File: src/rtl/rrss_pkg.sv
// Shared types and codes for the round-robin slice scheduler.
`timescale 1ns / 1ps

package rrss_pkg;

  // Sequencer states, one-hot.
  typedef enum logic [6:0] {
    S_IDLE = 7'b0000001,
    S_LOAD = 7'b0000010,
    S_FIND = 7'b0000100,
    S_RDID = 7'b0001000,
    S_RDRT = 7'b0010000,
    S_CALC = 7'b0100000,
    S_DEL  = 7'b1000000
  } state_t;

  // Operation codes on the func input.
  localparam logic [1:0] FUNC_LOAD  = 2'd0;
  localparam logic [1:0] FUNC_START = 2'd1;
  localparam logic [1:0] FUNC_SLICE = 2'd2;

  // Result status codes.
  localparam logic [1:0] ST_OK       = 2'd0;
  localparam logic [1:0] ST_REJECT   = 2'd1;
  localparam logic [1:0] ST_NOTFOUND = 2'd2;
  localparam logic [1:0] ST_NOWORK   = 2'd3;

  localparam logic [7:0] QUANTUM_RESET = 8'd2;

  // One result beat as it is loaded into the output registers.
  typedef struct packed {
    logic [1:0]  status;
    logic [3:0]  job;
    logic [19:0] t_start;
    logic [19:0] t_end;
    logic        job_fin;
    logic        all_fin;
  } result_t;

endpackage

File: src/rtl/round_robin_slice_scheduler.sv
// Round-robin slice scheduler with a configurable quantum: ring memory and sequencer.
`timescale 1ns / 1ps

// Channel     Direction  Signals                                        Handshake
// ----------  ---------  ---------------------------------------------  --------------------------
// command     in         func, priority_req, burst_time, job_id         start high while busy low
// result      out        status, slice_job, slice_start, slice_end,     done high for one cycle
//                        job_finished, all_finished
// quantum     in         cfg_data                                       cfg_we high
//
// A load walks the ring down from its top, one entry a cycle, moving up each entry of higher
// priority. A start searches the ring upwards. A slice reads the ring, then the remaining
// time, then updates; a finished job then closes up the ring behind it.
// Rejected items and slices with no work never raise busy. Every result beat shows for one
// cycle once the sequencer is idle, as the receiver cannot stall; reset clears control only.
module round_robin_slice_scheduler #(
  parameter int MAX_JOBS  = 16,
  parameter int TIME_BITS = 20
) (
  input  logic        clk,
  input  logic        rst,
  input  logic        start,
  output logic        busy,
  input  logic [1:0]  func,
  input  logic [7:0]  priority_req,
  input  logic [15:0] burst_time,
  input  logic [3:0]  job_id,
  input  logic        cfg_we,
  input  logic [7:0]  cfg_data,
  output logic        done,
  output logic [1:0]  status,
  output logic [3:0]  slice_job,
  output logic [19:0] slice_start,
  output logic [19:0] slice_end,
  output logic        job_finished,
  output logic        all_finished
);

  localparam int AW = $clog2(MAX_JOBS);
  localparam int CW = $clog2(MAX_JOBS + 1);
  // A ring entry holds the job id above its priority.
  localparam int EW = AW + 8;

  rrss_pkg::state_t state;

  logic [7:0]           quantum;
  logic [CW-1:0]        loaded;
  logic [CW-1:0]        live;
  logic [AW-1:0]        rp;
  logic [TIME_BITS-1:0] clock_time;
  logic                 running;

  // Per-item working registers.
  logic [7:0]    new_prio;
  logic [AW-1:0] new_id;
  logic [3:0]    job_req;
  logic [AW-1:0] pos;
  logic [CW-1:0] walk;
  logic [AW-1:0] chk;
  logic          pend;
  logic [AW-1:0] cur_id;
  logic [19:0]   hold_t0;

  // Ring memory: entries 0 .. live-1 in ascending priority order.
  logic [EW-1:0] ring_mem [MAX_JOBS];
  logic [EW-1:0] ring_rd;
  logic          ring_we;
  logic [AW-1:0] ring_wa;
  logic [EW-1:0] ring_wd;
  logic [AW-1:0] ring_ra;

  // Remaining work per job id.
  logic [15:0]   rt_mem [MAX_JOBS];
  logic [15:0]   rt_rd;
  logic          rt_we;
  logic [AW-1:0] rt_wa;
  logic [15:0]   rt_wd;
  logic [AW-1:0] rt_ra;

  logic [7:0]    rd_prio;
  logic [AW-1:0] rd_id;
  logic [EW-1:0] new_entry;

  logic load_reject;
  logic load_cont;
  logic load_end;
  logic find_hit;
  logic find_end;
  logic del_end;

  // Shared slice arithmetic: one compare, one subtract and one add.
  logic [15:0]          q16;
  logic [15:0]          run16;
  logic [15:0]          rem;
  logic [TIME_BITS-1:0] clock_next;
  logic                 slice_fin;

  logic              emit;
  rrss_pkg::result_t res;

  assign busy = (state != rrss_pkg::S_IDLE);

  assign rd_prio   = ring_rd[7:0];
  assign rd_id     = ring_rd[EW-1:8];
  assign new_entry = {new_id, new_prio};

  assign load_reject = running || (burst_time == 16'd0) ||
                       (loaded >= CW'(MAX_JOBS)) || (live >= CW'(MAX_JOBS));

  // While walking down for a load, an entry of strictly higher priority moves up one place;
  // the first entry of equal or lower priority marks where the new job goes.
  assign load_cont = pend && (rd_prio > new_prio);
  assign load_end  = (pend && !load_cont) || (!pend && (walk == '0));

  assign find_hit = pend && (8'(rd_id) == 8'(job_req));
  assign find_end = find_hit || (walk >= live);

  assign del_end = !pend && (walk >= live);

  assign q16        = {8'd0, quantum};
  assign run16      = (rt_rd > q16) ? q16 : rt_rd;
  assign rem        = rt_rd - run16;
  assign clock_next = clock_time + TIME_BITS'(run16);
  assign slice_fin  = (rem == 16'd0);

  assign rt_ra = rd_id;

  // Ring memory port control.
  always_comb begin
    ring_we = 1'b0;
    ring_wa = '0;
    ring_wd = ring_rd;
    ring_ra = '0;
    case (state)
      rrss_pkg::S_LOAD: begin
        ring_we = pend || (walk == '0);
        ring_wa = pend ? (chk + AW'(1)) : '0;
        ring_wd = load_cont ? ring_rd : new_entry;
        ring_ra = AW'(walk - CW'(1));
      end
      rrss_pkg::S_FIND: begin
        ring_ra = walk[AW-1:0];
      end
      rrss_pkg::S_RDID: begin
        ring_ra = pos;
      end
      rrss_pkg::S_DEL: begin
        ring_we = pend;
        ring_wa = chk - AW'(1);
        ring_ra = walk[AW-1:0];
      end
      default: begin
      end
    endcase
  end

  // Remaining-time memory port control.
  always_comb begin
    rt_we = 1'b0;
    rt_wa = cur_id;
    rt_wd = rem;
    if (state == rrss_pkg::S_IDLE) begin
      rt_we = start && (func == rrss_pkg::FUNC_LOAD) && !load_reject;
      rt_wa = loaded[AW-1:0];
      rt_wd = burst_time;
    end else if (state == rrss_pkg::S_CALC) begin
      rt_we = 1'b1;
    end
  end

  always_ff @(posedge clk) begin
    if (ring_we) begin
      ring_mem[ring_wa] <= ring_wd;
    end
    ring_rd <= ring_mem[ring_ra];
  end

  always_ff @(posedge clk) begin
    if (rt_we) begin
      rt_mem[rt_wa] <= rt_wd;
    end
    rt_rd <= rt_mem[rt_ra];
  end

  // Result beat selection.
  always_comb begin
    emit = 1'b0;
    res  = '{status: rrss_pkg::ST_OK, job: 4'd0, t_start: 20'd0, t_end: 20'd0,
             job_fin: 1'b0, all_fin: 1'b0};
    case (state)
      rrss_pkg::S_IDLE: begin
        if (start) begin
          case (func)
            rrss_pkg::FUNC_LOAD: begin
              if (load_reject) begin
                emit       = 1'b1;
                res.status = rrss_pkg::ST_REJECT;
              end
            end
            rrss_pkg::FUNC_START: begin
              if (running) begin
                emit       = 1'b1;
                res.status = rrss_pkg::ST_NOTFOUND;
              end
            end
            rrss_pkg::FUNC_SLICE: begin
              if (!running) begin
                emit       = 1'b1;
                res.status = rrss_pkg::ST_NOTFOUND;
              end else if (live == '0) begin
                emit        = 1'b1;
                res.status  = rrss_pkg::ST_NOWORK;
                res.t_start = 20'(clock_time);
                res.t_end   = 20'(clock_time);
                res.all_fin = 1'b1;
              end
            end
            default: begin
              emit       = 1'b1;
              res.status = rrss_pkg::ST_NOTFOUND;
            end
          endcase
        end
      end
      rrss_pkg::S_LOAD: begin
        if (load_end) begin
          emit    = 1'b1;
          res.job = 4'(new_id);
        end
      end
      rrss_pkg::S_FIND: begin
        if (find_end) begin
          emit = 1'b1;
          if (find_hit) begin
            res.job = job_req;
          end else begin
            res.status = rrss_pkg::ST_NOTFOUND;
          end
        end
      end
      rrss_pkg::S_CALC: begin
        if (!slice_fin) begin
          emit        = 1'b1;
          res.job     = 4'(cur_id);
          res.t_start = 20'(clock_time);
          res.t_end   = 20'(clock_next);
        end
      end
      rrss_pkg::S_DEL: begin
        if (del_end) begin
          emit        = 1'b1;
          res.job     = 4'(cur_id);
          res.t_start = hold_t0;
          res.t_end   = 20'(clock_time);
          res.job_fin = 1'b1;
          res.all_fin = (live == CW'(1));
        end
      end
      default: begin
      end
    endcase
  end

  // Output registers: the strobe is reset, the payload only loads.
  always_ff @(posedge clk) begin
    if (rst) begin
      done <= 1'b0;
    end else begin
      done <= emit;
    end
    if (emit) begin
      status       <= res.status;
      slice_job    <= res.job;
      slice_start  <= res.t_start;
      slice_end    <= res.t_end;
      job_finished <= res.job_fin;
      all_finished <= res.all_fin;
    end
  end

  // Sequencer.
  always_ff @(posedge clk) begin
    if (rst) begin
      state      <= rrss_pkg::S_IDLE;
      quantum    <= rrss_pkg::QUANTUM_RESET;
      loaded     <= '0;
      live       <= '0;
      rp         <= '0;
      clock_time <= '0;
      running    <= 1'b0;
      pend       <= 1'b0;
    end else begin
      if (cfg_we) begin
        quantum <= cfg_data;
      end
      case (state)
        rrss_pkg::S_IDLE: begin
          if (start) begin
            case (func)
              rrss_pkg::FUNC_LOAD: begin
                if (!load_reject) begin
                  new_prio <= priority_req;
                  new_id   <= loaded[AW-1:0];
                  walk     <= live;
                  pend     <= 1'b0;
                  state    <= rrss_pkg::S_LOAD;
                end
              end
              rrss_pkg::FUNC_START: begin
                if (!running) begin
                  job_req <= job_id;
                  walk    <= '0;
                  pend    <= 1'b0;
                  state   <= rrss_pkg::S_FIND;
                end
              end
              rrss_pkg::FUNC_SLICE: begin
                if (running && (live != '0)) begin
                  pos   <= (CW'(rp) >= live) ? '0 : rp;
                  state <= rrss_pkg::S_RDID;
                end
              end
              default: begin
              end
            endcase
          end
        end
        rrss_pkg::S_LOAD: begin
          if (load_end) begin
            live   <= live + CW'(1);
            loaded <= loaded + CW'(1);
            state  <= rrss_pkg::S_IDLE;
          end else if (walk != '0) begin
            chk  <= ring_ra;
            walk <= walk - CW'(1);
            pend <= 1'b1;
          end else begin
            pend <= 1'b0;
          end
        end
        rrss_pkg::S_FIND: begin
          if (find_end) begin
            if (find_hit) begin
              running    <= 1'b1;
              rp         <= chk;
              clock_time <= '0;
            end
            state <= rrss_pkg::S_IDLE;
          end else begin
            chk  <= ring_ra;
            walk <= walk + CW'(1);
            pend <= 1'b1;
          end
        end
        rrss_pkg::S_RDID: begin
          state <= rrss_pkg::S_RDRT;
        end
        rrss_pkg::S_RDRT: begin
          cur_id <= rd_id;
          state  <= rrss_pkg::S_CALC;
        end
        rrss_pkg::S_CALC: begin
          clock_time <= clock_next;
          hold_t0    <= 20'(clock_time);
          if (slice_fin) begin
            walk  <= CW'(pos) + CW'(1);
            pend  <= 1'b0;
            state <= rrss_pkg::S_DEL;
          end else begin
            rp    <= ((CW'(pos) + CW'(1)) >= live) ? '0 : (pos + AW'(1));
            state <= rrss_pkg::S_IDLE;
          end
        end
        rrss_pkg::S_DEL: begin
          if (del_end) begin
            live  <= live - CW'(1);
            rp    <= (CW'(pos) >= (live - CW'(1))) ? '0 : pos;
            state <= rrss_pkg::S_IDLE;
          end else if (walk < live) begin
            chk  <= ring_ra;
            walk <= walk + CW'(1);
            pend <= 1'b1;
          end else begin
            pend <= 1'b0;
          end
        end
        default: begin
          state <= rrss_pkg::S_IDLE;
        end
      endcase
    end
  end

`ifndef SYNTH
  // A result beat only ever appears once the sequencer is back at idle.
  assert property (@(posedge clk) disable iff (rst) done |-> !busy)
    else $error("result beat while busy");

  // The ring never holds more jobs than have been loaded, nor more than it can hold.
  assert property (@(posedge clk) disable iff (rst)
    (live <= loaded) && (live <= CW'(MAX_JOBS)))
    else $error("ring count out of range");

  // Once scheduling has begun it is never left.
  assert property (@(posedge clk) disable iff (rst) running |=> running)
    else $error("running dropped");

  // Ring writes never land beyond the slot just above the live entries.
  assert property (@(posedge clk) disable iff (rst) ring_we |-> (CW'(ring_wa) <= live))
    else $error("ring write beyond live entries");
`endif

endmodule

File: config.mk
export PLATFORM = sky130hd
export DESIGN_NAME = round_robin_slice_scheduler
export DESIGN_NICKNAME = d
export VERILOG_FILES = /design/src/rtl/rrss_pkg.sv /design/src/rtl/round_robin_slice_scheduler.sv
export SDC_FILE = /design/constraint.sdc
export NUM_CORES = 1
export LEC_CHECK = 0
export BUFFER_PORTS_ARGS = -buffer_cell sky130_fd_sc_hd__clkbuf_2
export CAP_MARGIN = 20
export CORE_MARGIN = 2
export CORE_UTILIZATION = 55
export DETAILED_ROUTE_END_ITERATION = 16
export PLACE_DENSITY = 0.76
export SLEW_MARGIN = 20
export SYNTH_ARGS = -nofsm -noshare
export SYNTH_HDL_FRONTEND = slang
export SYNTH_SLANG_ARGS = --single-unit
File: constraint.sdc
create_clock -name clk -period 6.32 [get_ports clk]
set_input_delay 0.316 -clock clk [delete_from_list [all_inputs] [get_ports clk]]
set_output_delay 0.316 -clock clk [all_outputs]
set_load 0.05 [all_outputs]
==> impl_metrics.tcl <==
set metrics [dict create \
    outcome "completed" \
    std_cell_rows 81 \
    worst-path-stages 19 \
    synth_top_area_cell "sky130_fd_sc_hd__edfxtp_1" \
    global_route.overflow_total 0 \
    ctsResizeCount 0 \
    r2r_slack_ns 0.57 \
    cap_violations 0 \
    cts_max_path_buffers 3 \
    place.gp.congestion 0.914 \
    synth-edff-count 549 \
    critical-path-top-delay-family "compound AO/OA/AOI/OAI gates" \
    die-area_um2 51500 \
    critical_path_arrival_ns 5.98 \
    cts_made_buffers 66 \
    grt_setup_unrepaired "no" \
    ir_drop_v 0.000288 \
    p_leak_nw 11.3 \
    cp_cell_sequence "inv_1, ha_1, a21o_1, a21o_1, a21oi_1, o21ai_0, o21ai_0, and3_1, mux2_2, ha_1, inv_1, fa_1, a21o_1, a221oi_4, xnor2_1, nor4_1, nand2_1, or4_1, a211oi_1" \
    fin_util 0.638 \
    ys_ff_latch 629 \
    synth_top_cells_by_count "sky130_fd_sc_hd__edfxtp_1 (549), sky130_fd_sc_hd__nor2_1 (123), sky130_fd_sc_hd__nand2_1 (111)" \
    rr_endpoint "walk[2]" \
    first_global_vias 16300 \
    yosysWarnings 0 \
    reg2regPathDepth 19 \
    final_net_count 2106 \
    timing.critical_path.from_type "flip-flop" \
    core_area_um2 49100 \
    setup_buffers_after_cts 0 \
    setup.worst_path.start "quantum[5]" \
    port-buffer-count 91 \
    fin_tns_setup_ns 0 \
    drive_gt1_frac 0.195 \
    report.final.slew_viol_count 0 \
    post-synth-top-count-cell "sky130_fd_sc_hd__edfxtp_1" \
    routed_wirelength_um 62300 \
    seq_area_frac_synth 0.661 \
    worst_setup_path_end_kind "flip-flop" \
    number_of_standard_cells_after_synthesis 1826 \
    startpoint_of_the_most_critical_register_to_register_path "quantum[5]" \
    hold_viol 0 \
    route.antenna.remaining_nets 0 \
    final_critical_path_setup_slack_ns 0.574 \
    setup_viol_count_final 0 \
    avgViaCountPerCell 6.11 \
    clockRootBuffer "sky130_fd_sc_hd__clkbuf_16" \
    layout_overhead_on_the_synthesized_area_pct 14.3 \
    floorplan.initialDensity 0.558 \
    die_width_um 227 \
    cellPowerDensity_nw_per_um2 341 \
    setup.worst_path.end "walk[2]" \
    grtUsageTotal 0.246 \
    post-place-ws_ns 0.618 \
    dieHeight_um 227 \
    postSynth.asyncResetShare 0 \
    dpl.hpwl_um 38300 \
    drtIter0Drc 1853 \
    worst_pin_slew_ns 1.15 \
    synth_area_per_cell_um2 15.0 \
    grt_pass1_wl_um 94400 \
    synth_area_leaders "sky130_fd_sc_hd__edfxtp_1 (60%), sky130_fd_sc_hd__mux4_2 (6.6%), sky130_fd_sc_hd__dfxtp_1 (5.9%), sky130_fd_sc_hd__ha_1 (3.2%), sky130_fd_sc_hd__mux2i_1 (3.2%)" \
    clk_pin_slew_ns 0.06 \
    design.portCount 92 \
    finalClockSkew_ns 0.0399 \
    synth_top_area_frac 0.603 \
    grt_start_max_net_pins 69 \
    hold_slack_ns 0.150 \
    grt_antenna_before_repair 0 \
    route.vias.total 16600 \
    num_antenna_cells 0 \
    critPathMaxFanout 11 \
    syn_std_cell_area_um2 27300 \
    insertion_delay_ns 0.63 \
    path_common_cell "sky130_fd_sc_hd__a21o_1" \
    worst_path_buf_inv 2 \
    drc 0 \
    wire_per_inst_um 23.0 \
    cts-htree-levels 3 \
    clock_sinks 629 \
    critical_path.max_stage_delay_ns 0.70 \
    tritoncts "yes" \
    finalWorstPathRequiredPeriod_ns 5.75 \
    timing.hold.worst.class "primary input to flip-flop" \
    cts_hold_buffers 20 \
    synth_top_flop_cell "sky130_fd_sc_hd__edfxtp_1" \
    worst_path_max_delay_cell "sky130_fd_sc_hd__a211oi_1" \
    max_slew_margin 0.228 \
    fmaxAchievable_ghz 0.174 \
    timing.setup.critical_path_class "flip-flop to flip-flop" \
    finalCritPeriodShare 0.909 \
    firstDrtPassIters 6 \
    synth_cell_type_count 81 \
    worst-endpoint-required_ns 6.55 \
]
-- routing by layer --
layer	vias to the layer above	wire length [µm]	share of wire	global-route usage
met5	-	0	0	0
met4	0	1770	0.028	0.0930
met3	120	5160	0.083	0.0431
met2	761	29700	0.48	0.394
met1	8220	25700	0.41	0.342
li1	7455	-	-	-
-- power by group --
| group | leakage (nW) | switching (W) | internal, W |
|---|---|---|---|
| Clock | 1.06 | 0.00163 | 0.00226 |
| Sequential | 5.63 | 0.000121 | 0.00499 |
| Combinational | 4.56 | 0.00111 | 0.000557 |
| Total | 11.3 | 0.00285 | 0.00781 |
-- state kept, by name, indices dropped and copies added (netlist names), 5 cells and up --
name,count
loaded,5
hold_t0,20
state,7
rt_mem,256
slice_start,20
walk,5
new_prio,8
ring_rd,12
clock_time,20
ring_mem,192
rt_rd,16
quantum,8
live,5
slice_end,20
-- placed cells by master, fill, tap and decap left out, types with 6 or more instances in the layout --
cell                            synthesis  layout
sky130_fd_sc_hd__nand2b_1              13      13
sky130_fd_sc_hd__clkinv_1               0       6
sky130_fd_sc_hd__nor2b_1                9       9
sky130_fd_sc_hd__buf_4                  3      60
sky130_fd_sc_hd__xnor2_1               28      28
sky130_fd_sc_hd__nor3_1                19      17
sky130_fd_sc_hd__o21ai_0               52      51
sky130_fd_sc_hd__clkbuf_16              0      67
sky130_fd_sc_hd__and3_1                11      11
sky130_fd_sc_hd__a211oi_1              31      31
sky130_fd_sc_hd__ha_1                  71      71
sky130_fd_sc_hd__o21a_1                 9       9
sky130_fd_sc_hd__edfxtp_1             549     549
sky130_fd_sc_hd__o211ai_1               6       6
sky130_fd_sc_hd__conb_1                 1       8
sky130_fd_sc_hd__mux4_2                80      80
sky130_fd_sc_hd__a31oi_1               14      14
sky130_fd_sc_hd__a21o_1                21      21
sky130_fd_sc_hd__nand4b_1               6       6
sky130_fd_sc_hd__clkbuf_2               0      91
sky130_fd_sc_hd__a221o_1               17      16
sky130_fd_sc_hd__inv_1                 52      52
sky130_fd_sc_hd__nand2_1              111     110
sky130_fd_sc_hd__nor4_1                13      13
sky130_fd_sc_hd__nand4_1               12      12
sky130_fd_sc_hd__o22ai_1               14      14
sky130_fd_sc_hd__and2_1                25      25
sky130_fd_sc_hd__a21oi_1               89      88
sky130_fd_sc_hd__nor2_1               123     121
sky130_fd_sc_hd__dlygate4sd3_1          0      20
sky130_fd_sc_hd__mux2_2                43      43
sky130_fd_sc_hd__o21ai_1                7       7
sky130_fd_sc_hd__a22o_1                23      23
sky130_fd_sc_hd__clkbuf_1              51      20
sky130_fd_sc_hd__or3_1                  9       9
sky130_fd_sc_hd__dfxtp_1               80      78
sky130_fd_sc_hd__clkinv_2               0       7
sky130_fd_sc_hd__nand3_1               20      20
sky130_fd_sc_hd__mux2i_1               88      88
sky130_fd_sc_hd__xor2_1                17      17
-- cells by family after synthesis --
group           count (synthesis)  share of synthesized area
buf+inv                       136                     0.0199
mux                           211                      0.116
other cells                     1                   0.000137
simple gates                  400                     0.0727
xor+xnor                       45                     0.0144
compound gates                331                     0.0818
fa+ha+maj                      73                     0.0339
flops                         629                      0.661
-- how the worst min path moves through the flow --
stage / from / endpoint / slack [ns] / depth (start not counted)
after floorplan: ring_rd[10] / cur_id[2] / 0.41 / 0
after global placement: ring_rd[11] / cur_id[3] / 0.44 / 0
after detailed placement: ring_rd[11] / cur_id[3] / 0.45 / 0
after CTS: start / state[0] / 0.1 / 4
after global routing: start / state[0] / 0.14 / 4
final: start / state[0] / 0.15 / 4
-- per-stage QoR --
| step | total power (W) | cells | area [µm²] |
|---|---|---|---|
| 2_1_floorplan | 0.00629 | 1833 | 27400 |
| 3_3_place_gp | 0.00676 | 2565 | 28800 |
| 3_5_place_dp | 0.00681 | 2565 | 28800 |
| 4_1_cts | 0.0107 | 2706 | 31200 |
| 5_1_grt | 0.0110 | 2708 | 31300 |
| 6_report | 0.0107 | 2708 | 31300 |
-- worst min-delay path, cell delays in order --
cell and delay, ns:
sky130_fd_sc_hd__clkbuf_2 0.13, sky130_fd_sc_hd__inv_1 0.09, sky130_fd_sc_hd__o31ai_1 0.10, sky130_fd_sc_hd__nand4_1 0.09
-- layout make-up --
| class | instances | area (µm²) |
|---|---|---|
| Sequential cell | 629 | 18100 |
| Fill cell | 3442 | 17800 |
| Multi-Input combinational cell | 1068 | 8800 |
| Clock buffer | 92 | 1820 |
| Timing Repair Buffer | 172 | 1110 |
| Tap cell | 664 | 831 |
| Clock inverter | 29 | 415 |
| Inverter | 54 | 203 |
Note: power is estimated with default switching activity, not from simulation.
